[config.mk]
export PLATFORM = sky130hd
export DESIGN_NAME = rjlm_div
export DESIGN_NICKNAME = d
export VERILOG_FILES = /design/src/rtl/core/rjlm_pkg.sv /design/src/rtl/core/rjlm_div.sv
export SDC_FILE = /design/constraint.sdc
export NUM_CORES = 1
export LEC_CHECK = 0
export ABC_AREA = 1
export BUFFER_PORTS_ARGS = -buffer_cell sky130_fd_sc_hd__buf_4
export CAP_MARGIN = 20
export CELL_PAD_IN_SITES_DETAIL_PLACEMENT = 0
export CELL_PAD_IN_SITES_GLOBAL_PLACEMENT = 1
export CORE_ASPECT_RATIO = 0.7
export CORE_MARGIN = 3
export CORE_UTILIZATION = 38
export CTS_CLUSTER_SIZE = 40
export DETAILED_ROUTE_END_ITERATION = 6
export PLACE_DENSITY_LB_ADDON = 0.25
export SLEW_MARGIN = 15
export SYNTH_ARGS = -nofsm -noshare
export SYNTH_HDL_FRONTEND = slang
export SYNTH_SLANG_ARGS = --single-unit
[constraint.sdc]
create_clock -name clk -period 13.6 [get_ports clk]
set_input_delay 0.68 -clock clk [delete_from_list [all_inputs] [get_ports clk]]
set_output_delay 0.68 -clock clk [all_outputs]
set_load 0.05 [all_outputs]
[src/rtl/core/rjlm_pkg.sv]
// ---------------------------------------------------------------------------
// rjlm_pkg
// Shared constants, codes and types of the link monitor.
// ---------------------------------------------------------------------------
package rjlm_pkg;

  localparam int NUM_CLIENTS   = 16;
  localparam int PENDING_DEPTH = 16;
  localparam int WINDOW_MAX    = 64;

  localparam int CW = $clog2(NUM_CLIENTS);
  localparam int PW = $clog2(PENDING_DEPTH);
  localparam int RW = $clog2(WINDOW_MAX);
  localparam int NW = $clog2(WINDOW_MAX + 1);

  localparam logic [2:0] REQ_SENT  = 3'd0;
  localparam logic [2:0] REQ_RECV  = 3'd1;
  localparam logic [2:0] REQ_ACK   = 3'd2;
  localparam logic [2:0] REQ_LOSS  = 3'd3;

  typedef struct packed {
    logic [31:0] sent;
    logic [31:0] recv;
    logic [31:0] lost;
    logic [47:0] sbytes;
    logic [47:0] rbytes;
  } cnt_t;

  typedef struct packed {
    logic [RW-1:0] head;
    logic [NW-1:0] count;
    logic [37:0]   rsum;
    logic [37:0]   dsum;
  } ring_t;

  typedef struct packed {
    logic        start;
    logic [63:0] num;
    logic [37:0] den;
  } div_req_t;

  function automatic logic [31:0] absdiff(input logic [31:0] a, input logic [31:0] b);
    absdiff = (a > b) ? a - b : b - a;
  endfunction

  function automatic logic [RW-1:0] wrap_add(input logic [RW-1:0] a, input logic [NW-1:0] b);
    logic [NW:0] s;
    s = {{(NW + 1 - RW){1'b0}}, a} + {1'b0, b};
    if (s >= (NW + 1)'(WINDOW_MAX)) s = s - (NW + 1)'(WINDOW_MAX);
    wrap_add = s[RW-1:0];
  endfunction

endpackage

[src/rtl/core/rjlm_div.sv]
// ---------------------------------------------------------------------------
// rjlm_div
// Restoring divider, one quotient bit a cycle; zero divisor gives zero.
// ---------------------------------------------------------------------------
module rjlm_div
  import rjlm_pkg::*;
(
  input  logic        clk,
  input  logic        rst,
  input  div_req_t    req,
  output logic        done,
  output logic [63:0] quo
);

  logic [63:0] num;
  logic [37:0] den;
  logic [38:0] rem;
  logic [6:0]  cnt;
  logic        run;
  logic [38:0] trial;

  assign trial = {rem[37:0], num[63]};

  always_ff @(posedge clk) begin
    if (rst) begin
      run  <= 1'b0;
      done <= 1'b0;
    end else begin
      done <= 1'b0;
      if (req.start) begin
        run <= (req.den != '0);
        done <= (req.den == '0);
        num <= req.num;
        den <= req.den;
        rem <= '0;
        quo <= '0;
        cnt <= 7'd0;
      end else if (run) begin
        num <= {num[62:0], 1'b0};
        if (trial >= {1'b0, den}) begin
          rem <= trial - {1'b0, den};
          quo <= {quo[62:0], 1'b1};
        end else begin
          rem <= trial;
          quo <= {quo[62:0], 1'b0};
        end
        cnt <= cnt + 7'd1;
        if (cnt == 7'd63) begin
          run  <= 1'b0;
          done <= 1'b1;
        end
      end
    end
  end

endmodule

==> results of run 1 <==
==> state kept, by name (all words and copies together) (netlist names) <==
| signal | cells |
|---|---|
| quo | 64 |
| done | 1 |
| cnt | 7 |
| run | 1 |
| rem | 38 |
| num | 64 |
| den | 38 |
==> worst max-delay path: cells and delay by family (launching register included) <==
kind / cells / cell delay, ns
and+or+nand+nor: 7 / 1.60
AOI/OAI and AO/OA: 2 / 0.43
DFF: 1 / 0.40
adders and majority gates: 1 / 0.37
buffers and inverters: 1 / 0.04
==> routing by layer <==
layer	routed length, um	part of all wire	track usage
met1	16500	0.54	0.295
met2	11800	0.39	0.247
met3	1600	0.053	0.0371
met4	439	0.014	0.0345
met5	0	0	0
==> final timing paths <==
check	from	end	slack, ns	cells after the start
max reg2reg	rem[27]$_SDFFCE_PP0P_	rem[37]$_SDFFCE_PP0P_	10.49	11
max	rem[27]$_SDFFCE_PP0P_	rem[37]$_SDFFCE_PP0P_	10.49	11
min	req[17]	den[17]$_DFFE_PP_	0.35	1
min reg2reg	num[33]$_DFFE_PP_	num[34]$_DFFE_PP_	0.51	2
==> power breakdown <==
part	total (uW)	switching [uW]	internal, uW	leakage, uW
Combinational	413	278	135	0.00455
Clock	614	251	363	0.000350
Sequential	803	19.4	784	0.00206
Total	1830	548	1280	0.00695
==> per-stage QoR <==
stage                     power (uW)  worst slack, ns   util  hold slack [ns]  area [um^2]
after floorplan                 1110             8.56      -            0.487        11900
after global placement          1230             9.96  0.445            0.492        13500
after detailed placement        1230             9.96  0.445            0.497        13500
after CTS                       1850            10.49  0.469            0.322        14200
after global routing            1940            10.20  0.469            0.323        14200
final                           1830            10.49  0.469            0.347        14200
==> area by class of cell <==
| class | count | area (um^2) | share of cell area |
|---|---|---|---|
| well taps | 412 | 515 | 0.0362 |
| repair buffers | 173 | 1300 | 0.0912 |
| clock buffers | 25 | 583 | 0.0409 |
| clock inverters | 13 | 139 | 0.00975 |
| flip-flops and latches | 213 | 6380 | 0.448 |
| multi-input cells | 931 | 4360 | 0.306 |
| inverters | 256 | 967 | 0.0679 |
==> kinds of logic (layout without fill, tap and decap cells) <==
kind of cell,Yosys count,in the layout
compound gates,92,92
xor+xnor,19,19
fa+ha+maj,40,40
buf+inv,291,467
flops,213,213
simple gates,780,780
==> cell usage in the layout, fill, tap and decap left out, types with 6 or more instances in the layout <==
| master | n |
|---|---|
| edfxtp_1 | 211 |
| inv_1 | 253 |
| ha_1 | 39 |
| clkbuf_16 | 23 |
| buf_4 | 173 |
| nor2_1 | 179 |
| nand2_2 | 11 |
| o21ai_0 | 24 |
| nor3_1 | 8 |
| a21oi_1 | 49 |
| nand3_1 | 39 |
| nor4_1 | 10 |
| nand2_1 | 500 |
| xor2_1 | 16 |
| nor2_2 | 6 |
| clkinv_1 | 7 |
==> summary.md, run 1 <==
| Metric | Value |
|---|---|
| Gp weighted congestion | `0.881` |
| CP Launch Type | `flop` |
| Placed insts | `1,985` |
| Slowest stage delay, CP | `roughly 0.67 ns` |
| Fin nets | `1,742` |
| Worst Setup End Kind | `flop` |
| Die area | `0.0334 mm^2` |
| Worst Hold Class | `primary input to flop` |
| Port Buf Inserts | `about 170` |
| Largest net degree at the start of global routing | `between 100 and 150` |
| Initial core utilization | `0.391` |
| Count of non-filler cells in the finished layout | `between 2,000 and 2,500` |
| CORE AREA | `0.0304 mm^2` |
| Final ANT Viol Nets | `0` |
| RSZ-0062 raised after global routing | `false` |
| Synth top area share | `0.534` |
| Max-slew headroom | `0.264` |
| Post-synth EDFFs | `211` |
| Status | `completed` |
| Worst-Skew Late Latency | `roughly 0.52 ns` |
| Static Leakage | `0.00695 uW` |
| Primary FF master, synth | `edfxtp_1` |
| Max Transition Viols Final | `0` |
| Yosys warnings | `0` |
| Mux cell area share after synthesis | `0` |
| CTS tree | `done` |
| Synth Area in Compound Gates | `0.0424` |
| Share of cells above drive strength 1 | `0.148` |
| CTS Buf Count | `22` |
| Synthesized area per cell | `8.27 um^2` |
| Register area share after synthesis | `0.537` |
| Async SR Flop Fraction | `0` |
| Simple-gate share of the synthesized area | `0.267` |
| Post-CTS setup buffer count | `0` |
| Vias per Instance | `4.56` |
| Xor and xnor area share after synthesis | `0.0140` |
| PwrDens | `129 mW/mm^2` |
| Die W | `217 um` |
| Area contributors post-synth | `edfxtp_1, nand2_1, inv_1` |
| Layout area overhead | `19.9%` |
| Max-capacitance violation count | `0` |
| CP max FO | `53` |
| Synth top cells by count | `nand2_1, inv_1, edfxtp_1` |
| Period utilisation layout | `0.229` |
| Vias in the first global route | `8,906` |
| Cts hold-fix bufs | `0` |
| Synth Net Count | `1,580` |
| Initial antenna violation count | `0` |
| Crit path kind | `flop to flop` |
| Chip Height | `154 um` |
| DR pass1 iterations | `5` |
| Clock root buffer master | `clkbuf_16` |
| Clock Path Buffers | `3` |
| H-tree levels | `1` |
| Critical path required time | `about 14 ns` |
| Skew final | `0.0132 ns` |
| Drc violations | `0` |
| CTS sink count | `roughly 210` |
| Global-route usage over all layers | `0.181` |
| Io pins | `170` |
| Synth Register Bits | `213` |
| Top-count cell post-synth | `nand2_1` |
| Fmax | `approximately 320 MHz` |
| Yosys top cell by area | `edfxtp_1` |
| Period minus WS final | `3.11 ns` |
| CP max stage cell | `nand4_4` |
| Crit-path cells | `ha_1 > nand2_1 > nand2_1 > a21oi_1 > nand2_1 > a21oi_2 > nand4_4 > nand2_1 > nand2_1 > nand2_1 > inv_1` |
| VDD IR max | `between 0.07 and 0.08 mV` |
| Netlist cell types | `37` |
| Setup TNS | `0 ns` |
| Worst-path clk slew | `about 0.070 ns` |
| Crit-path most repeated cell | `nand2_1` |
| DP HPWL | `approximately 22,000 um` |
| Vias post-DR | `approximately 9,200` |
| Worst Tran Pin Value | `1.09 ns` |
| Final setup viols | `0` |
| Initial DRC count | `666` |
| Number of fill cells in the layout | `3,074` |
| Hold Vio Cnt, Final | `0` |
| GR Overflow Total | `0` |
| Arr. time, crit path | `3.37 ns` |
| Synth Area in Adders | `0.0428` |
| Row cnt | `53` |
| DR WL/cell | `15.0 um` |
| First-pass GRT wire length | `48,200 um` |
| Synth Cell Area | `0.0119 mm^2` |
| Routed Wire Length | `30,300 um` |
| Main combinational cell family by area after synthesis | `simple AND/OR/NAND/NOR gates` |
| Diode count | `0` |
| Post-Syn Instances | `roughly 1,400` |
| Resize count post-CTS | `0` |
Note: power is estimated with default switching activity, not from simulation.
==> inputs of run 2 (changes only) <==
==> constraint.sdc (replaced) <==
create_clock -name clk -period 3.3 [get_ports clk]
set_input_delay 0.165 -clock clk [delete_from_list [all_inputs] [get_ports clk]]
set_output_delay 0.165 -clock clk [all_outputs]
set_load 0.05 [all_outputs]
==> run 2 against run 1 <==
Effect of this change: via count rose by 6.2%; setup slack got worse by 9.9 ns; sequential cell count did not move; die area did not move; power rose to 4.1 times the previous value; global-route usage rose by 0.79 points; critical endpoint is now rem[23]$_SDFFCE_PP0P_; clock-buffer cell count did not move; critical path depth rose by 1; first-iteration DRC count fell by 7.7%; sequential share of layout area fell by 3.1 points.
==> summary.md, run 2 (same netlist as run 1, synthesis figures left out) <==
| Metric | Value |
|---|---|
| Crit path kind | `flop to flop` |
| Skew final | `between 0.009 and 0.01 ns` |
| Fmax | `367 MHz` |
| Worst Hold End | `quo[1]$_SDFFCE_PP0P_` |
| Layout area overhead | `28.8%` |
| Status | `completed` |
| Final Util | `0.503` |
| Initial core utilization | `0.391` |
| CP Launch Type | `flop` |
| CTS Buf Count | `22` |
| Max-slew headroom | `0.268` |
| Vias post-DR | `9,793` |
| First-pass GRT wire length | `50,900 um` |
| Io pins | `170` |
| R2r worst-path depth | `12` |
| Initial antenna violation count | `2` |
| Share of cells above drive strength 1 | `0.143` |
| Clock root buffer master | `clkbuf_16` |
| Worst Path Buf+Inv | `0` |
| FF-to-FF End | `rem[23]$_SDFFCE_PP0P_` |
| Crit-path most repeated cell | `nand2_1` |
| Row cnt | `53` |
| Static Leakage | `0.00741 uW` |
| CTS sink count | `213` |
| H-tree levels | `1` |
| DR WL/cell | `14.9 um` |
| Largest net degree at the start of global routing | `roughly 110` |
| Largest registers | `num: 64 flops, quo: 64 flops` |
| Clock Path Buffers | `3` |
| Worst Tran Pin Value | `between 1 and 1.5 ns` |
| Resize count post-CTS | `0` |
| Count of non-filler cells in the finished layout | `between 2,000 and 2,500` |
| Final setup viols | `0` |
| Critical path required time | `3.56 ns` |
| Worst-Skew Late Latency | `just over 0.5 ns` |
| Vias in the first global route | `~9,600` |
| CP max stage cell | `edfxtp_1` |
| RSZ-0062 raised after global routing | `false` |
| Crit-path cells | `ha_1 > nand2_2 > nor2_4 > nor2_2 > o21ai_4 > nand2_1 > nand2_1 > nand2_1 > nand2_1 > nand2_2 > a21oi_1 > nor2_1` |
| GR Overflow Total | `0` |
| Vias per Instance | `roughly 4.6` |
| CORE AREA | `0.0304 mm^2` |
| Gp weighted congestion | `~0.95` |
| Worst Setup End Kind | `flop` |
| VDD IR max | `0.406 mV` |
| Most common cell after layout, fill and taps aside | `nand2_1` |
| Port Buf Inserts | `about 170` |
| Cell count of the worst hold path | `2` |
| Post-route cell area | `about 0.015 mm^2` |
| Die W | `around 220 um` |
| DP Area | `0.0136 mm^2` |
| Most frequent cells in the layout | `nand2_1, inv_1, edfxtp_1, nor2_1, buf_4` |
| CP delay by family, top | `simple AND/OR/NAND/NOR gates` |
| Drc violations | `0` |
| Hold Vio Cnt, Final | `0` |
| Worst Min Path Start | `req[102]` |
| Final ANT Viol Nets | `0` |
| Post-CTS setup buffer count | `0` |
| Period utilisation layout | `0.825` |
| Chip Height | `154 um` |
| Tot Pwr | `7520 uW` |
| Worst setup margin | `between 0.5 and 0.6 ns` |
| Arr. time, crit path | `2.98 ns` |
| Max-capacitance violation count | `0` |
| Worst Hold Class | `primary input to flop` |
| Period minus WS final | `2.72 ns` |
| DP HPWL | `between 20,000 and 25,000 um` |
| Max Transition Viols Final | `0` |
| CTS tree | `done` |
| PwrDens | `492 mW/mm^2` |
| Initial DRC count | `615` |
| CP max FO | `20` |
| Placed insts | `1,992` |
| Number of fill cells in the layout | `between 2,000 and 3,000` |
| Dpl ws | `between 0.6 and 0.7 ns` |
| RR Startpoint | `rem[1]$_SDFFCE_PP0P_` |
| DR pass1 iterations | `5` |
| Global-route usage over all layers | `0.189` |
| Slowest stage delay, CP | `0.41 ns` |
| Worst reg2reg setup slack | `a little under 0.6 ns` |
| Worst-path clk slew | `0.06 ns` |
| Die area | `roughly 0.033 mm^2` |
| Routed Wire Length | `31,800 um` |
| Fin nets | `1,852` |
-- run 2: cell types whose count changed in the layout (fill, tap and decap cells not counted), sizes merged, moves of 2 or more --
cell / before / now
buf: 173 / 180
bufinv: 3 / 1
clkinv: 11 / 15
diode: 0 / 2
dlygate4sd3: 0 / 103
-- run 2: worst max path at each step --
stage | depth (start not counted) | slack, ns | start | end
after global routing | 12 | 0.42 | rem[5]$_SDFFCE_PP0P_ | rem[23]$_SDFFCE_PP0P_
after floorplan | 3 | -0.15 | run$_SDFF_PP0_ | cnt[0]$_SDFFCE_PP0P_
after global placement | 10 | 0.68 | rem[28]$_SDFFCE_PP0P_ | rem[25]$_SDFFCE_PP0P_
after detailed placement | 12 | 0.62 | rem[1]$_SDFFCE_PP0P_ | rem[23]$_SDFFCE_PP0P_
after CTS | 12 | 0.60 | rem[1]$_SDFFCE_PP0P_ | rem[23]$_SDFFCE_PP0P_
final | 12 | 0.58 | rem[1]$_SDFFCE_PP0P_ | rem[23]$_SDFFCE_PP0P_
-- run 2: layer usage --
metal | GRT usage | vias up | share of wire
met4 | 0.0335 | 0 | 0.016
met2 | 0.275 | 184 | 0.41
li1 | - | 5034 | -
met1 | 0.296 | 4539 | 0.52
met5 | 0 | - | 0
met3 | 0.0342 | 36 | 0.050
-- run 2: timing repair --
item / in CTS / in global routing
hold buffers: 103 / 0
setup endpoints to repair: 0 / 0
hold endpoints to repair: 103 / 0
-- run 2: power by group --
| part | internal [uW] | switching (uW) | leakage, uW |
|---|---|---|---|
| sequential | 3230 | 79.0 | 0.00206 |
| combinational | 651 | 1180 | 0.00501 |
| clock | 1340 | 1040 | 0.000337 |
| total | 5220 | 2300 | 0.00741 |
-- run 2: worst reg2reg max path, cell delays in order, from the launching register on --
cell and delay [ns]:
edfxtp_1 0.41, ha_1 0.41, nand2_2 0.09, nor2_4 0.13, nor2_2 0.10, o21ai_4 0.22
nand2_1 0.09, nand2_1 0.11, nand2_1 0.10, nand2_1 0.12, nand2_2 0.33, a21oi_1 0.30
nor2_1 0.07
-- run 2: stage by stage --
stage	hold slack, ns	TNS [ns]
after floorplan	0.264	-26.63
after global placement	0.351	0
after detailed placement	0.351	0
after CTS	0.0853	0
after global routing	0.104	0
final	0.0955	0
-- run 2: area by class of cell --
type                       instances  area (um^2)  share of cell area
inverter                         256          966              0.0632
tap                              412          515              0.0337
antenna                            2         5.00            0.000327
multi-input combinational        931         4360               0.285
sequential                       213         6380               0.417
clock inverter                    15         95.1             0.00622
clock buffer                      25          583              0.0381
timing repair buffer             283         2390               0.156
==> inputs of run 3 (changes only) <==
--- a/config.mk
+++ b/config.mk
@@ -5,7 +5,7 @@
 export SDC_FILE = /design/constraint.sdc
 export NUM_CORES = 1
 export LEC_CHECK = 0
-export ABC_AREA = 1
+export ABC_AREA = 0
 export BUFFER_PORTS_ARGS = -buffer_cell sky130_fd_sc_hd__buf_4
 export CAP_MARGIN = 20
 export CELL_PAD_IN_SITES_DETAIL_PLACEMENT = 0
==> constraint.sdc (replaced) <==
create_clock -name clk -period 2.55 [get_ports clk]
set_input_delay 0.1275 -clock clk [delete_from_list [all_inputs] [get_ports clk]]
set_output_delay 0.1275 -clock clk [all_outputs]
set_load 0.05 [all_outputs]
==> run 3 against run 2 <==
Effect of this change: the flow now finishes with violations (negative setup slack); clock-buffer cell count shrank 2; cell area is 9.7% higher; non-clock buffer count grew 187; synthesized cell count decreased by 41%; register-to-register slack got worse by 1.1 ns; via count shrank 13%.
==> summary.md, run 3 <==
| Metric | Value |
|---|---|
| Worst Tran Pin Value | `around 0.54 ns` |
| Yosys top cell by area | `edfxtp_1` |
| Static Leakage | `0.00682 uW` |
| Grt met1 use | `0.313` |
| Layout area overhead | `56.4%` |
| Chip Height | `147 um` |
| Synthesized area per cell | `12.6 um^2` |
| Worst-path clk slew | `approximately 0.07 ns` |
| Worst Hold Class | `primary input to flop` |
| RSZ-0062 raised after global routing | `true` |
| Async SR Flop Fraction | `0` |
| Number of fill cells in the layout | `roughly 2,200` |
| Vias in the first global route | `8,615` |
| CP Launch Type | `flop` |
| Final ANT Viol Nets | `0` |
| H-tree levels | `1` |
| Initial antenna violation count | `0` |
| Sequential share of power | `0.376` |
| CORE AREA | `0.0273 mm^2` |
| DR pass1 iterations | `5` |
| Status | `complete, but fails checks` |
| Top-count cell post-synth | `edfxtp_1` |
| CP max stage cell | `edfxtp_1` |
| PwrDens | `680 mW/mm^2` |
| Die W | `approximately 210 um` |
| Vias post-DR | `8,474` |
| Synth Cell Area | `0.0107 mm^2` |
| Fin nets | `~1,500` |
| CTS tree | `done` |
| Synth top cells by count | `edfxtp_1, nor2b_1, mux2_2` |
| Clock root buffer master | `clkbuf_16` |
| Worst Min Path Start | `req[102]` |
| Largest registers | `num: 64 flops, quo: 64 flops` |
| Row cnt | `50` |
| Clk network pwr share | `0.338` |
| Most frequent cells in the layout | `buf_4, edfxtp_1, dlygate4sd3_1, nor2b_1, mux2_2` |
| Final Util | `0.615` |
| Cell count of the worst hold path | `2` |
| Synth top area share | `0.591` |
| Period utilisation layout | `1.22` |
| Net Sw Power | `3210 uW` |
| Initial core utilization | `0.393` |
| Routed Wire Length | `30,900 um` |
| GR Overflow Total | `0` |
| Largest net degree at the start of global routing | `54` |
| RR Startpoint | `num[63]$_DFFE_PP_` |
| Dpl ws | `-0.635 ns` |
| Beginning of the critical path | `num[63]$_DFFE_PP_` |
| Vias per Instance | `5.02` |
| Register area share after synthesis | `0.594` |
| DP Area | `0.0135 mm^2` |
| Hold Vio Cnt, Final | `0` |
| Max Transition Viols Final | `0` |
| Slowest stage delay, CP | `0.38 ns` |
| Port Buf Inserts | `169` |
| Fmax | `321 MHz` |
| Max-capacitance violation count | `0` |
| Sw Ratio | `0.281` |
| Global-route usage over all layers | `0.200` |
| Synth Register Bits | `213` |
| Worst-Skew Late Latency | `0.53 ns` |
| DP HPWL | `19,900 um` |
| Arr. time, crit path | `3.40 ns` |
| CTS Buf Count | `23` |
| Skew final | `~0.015 ns` |
| Drc violations | `0` |
| First-pass GRT wire length | `47,900 um` |
| Post-synth EDFFs | `approximately 210` |
| Diode count | `0` |
| FF-to-FF End | `rem[36]$_SDFFCE_PP0P_` |
| Failing checks | `negative setup slack` |
| Area contributors post-synth | `edfxtp_1, mux2_2, ha_1` |
| Gp weighted congestion | `just under 0.9` |
| Synth Net Count | `996` |
| VDD IR max | `0.504 mV` |
| Primary FF master, synth | `edfxtp_1` |
| Most common cell after layout, fill and taps aside | `buf_4` |
| CTS sink count | `around 210` |
| Share of cells above drive strength 1 | `0.451` |
| Worst reg2reg setup slack | `-0.56 ns` |
| R2r worst-path depth | `15` |
| Worst setup margin | `-0.564 ns` |
| Worst Setup End Kind | `flop` |
| Initial DRC count | `about 480` |
| Logic pwr share | `0.286` |
| Int Pwr | `8200 uW` |
| Critical path required time | `2.83 ns` |
| Post-route cell area | `0.0168 mm^2` |
| Netlist cell types | `64` |
| GRT Max-Usage Layer | `met1` |
| Yosys warnings | `0` |
| Grt met3 use | `0.0345` |
| Tot Pwr | `11,400 uW` |
| Io pins | `170` |
| Period minus WS final | `between 3 and 4 ns` |
| M2 GR Usage | `0.292` |
| Crit path kind | `flop to flop` |
| DR WL/cell | `18.3 um` |
| Clock Path Buffers | `3` |
| Post-Syn Instances | `between 800 and 900` |
| Die area | `0.0303 mm^2` |
| Crit-path cells | `inv_1 > ha_2 > inv_2 > fa_2 > a21o_1 > a31o_4 > buf_4 > buf_6 > a21bo_4 > a21oi_4 > o21a_4 > o21ai_4 > a311oi_2 > xnor2_1 > a22o_1` |
| CP max FO | `2` |
| Worst Hold End | `rem[12]$_SDFFCE_PP0P_` |
| Final setup viols | `39` |
| Max-slew headroom | `0.638` |
[run 3: cell count changes after synthesis, moves of 8 or more]
cell and change:
a211oi_1 +9, a21o_1 +23, a21oi_1 -9, a31oi_1 +8, and3_1 +8, inv_1 -208, mux2_2 +63, mux2i_1 +17
nand2_1 -465, nand2_2 -10, nand3_1 -17, nor2_1 -120, nor2b_1 +72, xnor2_1 +21
[run 3: repair_timing]
action | CTS | global route
endpoints found under the setup margin | 39 | 39
endpoints found under the hold margin | 111 | 0
gates cloned | 6 | 0
buffers inserted | 26 | 30
resized for setup | 106 | 71
pin swaps | 48 | 52
hold buffers | 103 | 0
[run 3: logic make-up after synthesis]
kind of cell | Yosys count | synth area share
AND/OR/NAND/NOR | 249 | 0.122
flip-flops | 213 | 0.594
AO/OA/AOI/OAI | 147 | 0.0918
buffers and inverters | 86 | 0.0336
multiplexers | 80 | 0.0820
adder cells (fa/ha/maj) | 40 | 0.0473
XOR/XNOR | 36 | 0.0294
[run 3: area by class of cell]
type | count | area, um^2 | share of cell area
Tap cell | 364 | 455 | 0.0271
Timing Repair Buffer | 470 | 4070 | 0.242
Clock inverter | 19 | 293 | 0.0174
Multi-Input combinational cell | 552 | 4840 | 0.289
Sequential cell | 213 | 6380 | 0.380
Inverter | 46 | 173 | 0.0103
Clock buffer | 23 | 576 | 0.0343
[run 3: per-stage QoR]
stage          setup TNS (ns)  cells  hold slack (ns)
5_1_grt                -15.82   1687           0.0607
3_3_place_gp           -11.11   1488            0.315
4_1_cts                 -8.76   1664           0.0212
3_5_place_dp           -10.80   1488            0.317
6_report               -11.20   1687           0.0545
2_1_floorplan         -154.49    851            0.197
[run 3: worst max-delay path by stage]
| stage | end | slack [ns] | cells after the start |
|---|---|---|---|
| final | rem[36]$_SDFFCE_PP0P_ | -0.56 | 15 |
| after global routing | rem[30]$_SDFFCE_PP0P_ | -0.71 | 13 |
| after CTS | rem[30]$_SDFFCE_PP0P_ | -0.53 | 13 |
| after detailed placement | rem[30]$_SDFFCE_PP0P_ | -0.64 | 13 |
| after global placement | rem[30]$_SDFFCE_PP0P_ | -0.55 | 13 |
| after floorplan | cnt[0]$_SDFFCE_PP0P_ | -0.87 | 4 |
[run 3: metal layers]
metal	up-vias	wire [um]
li1	4076	-
met1	4115	15000
met2	247	13500
met3	36	1920
met4	0	515
met5	-	0
[run 3: power groups by stage]
stage,sequential [uW],clock [uW],combinational (uW)
after floorplan,4530,0,1280
after global placement,4340,0,2420
after detailed placement,4340,0,2430
after CTS,4290,3940,3010
after global routing,4320,4080,3500
final,4290,3850,3260
[run 3: critical path: cells and delay by family, from the launching register on]
family,cells,cell delay [ns]
AO/OA/AOI/OAI,8,1.54
adder cells (fa/ha/maj),2,0.50
flip-flops,1,0.38
buffers and inverters,4,0.34
XOR/XNOR,1,0.11
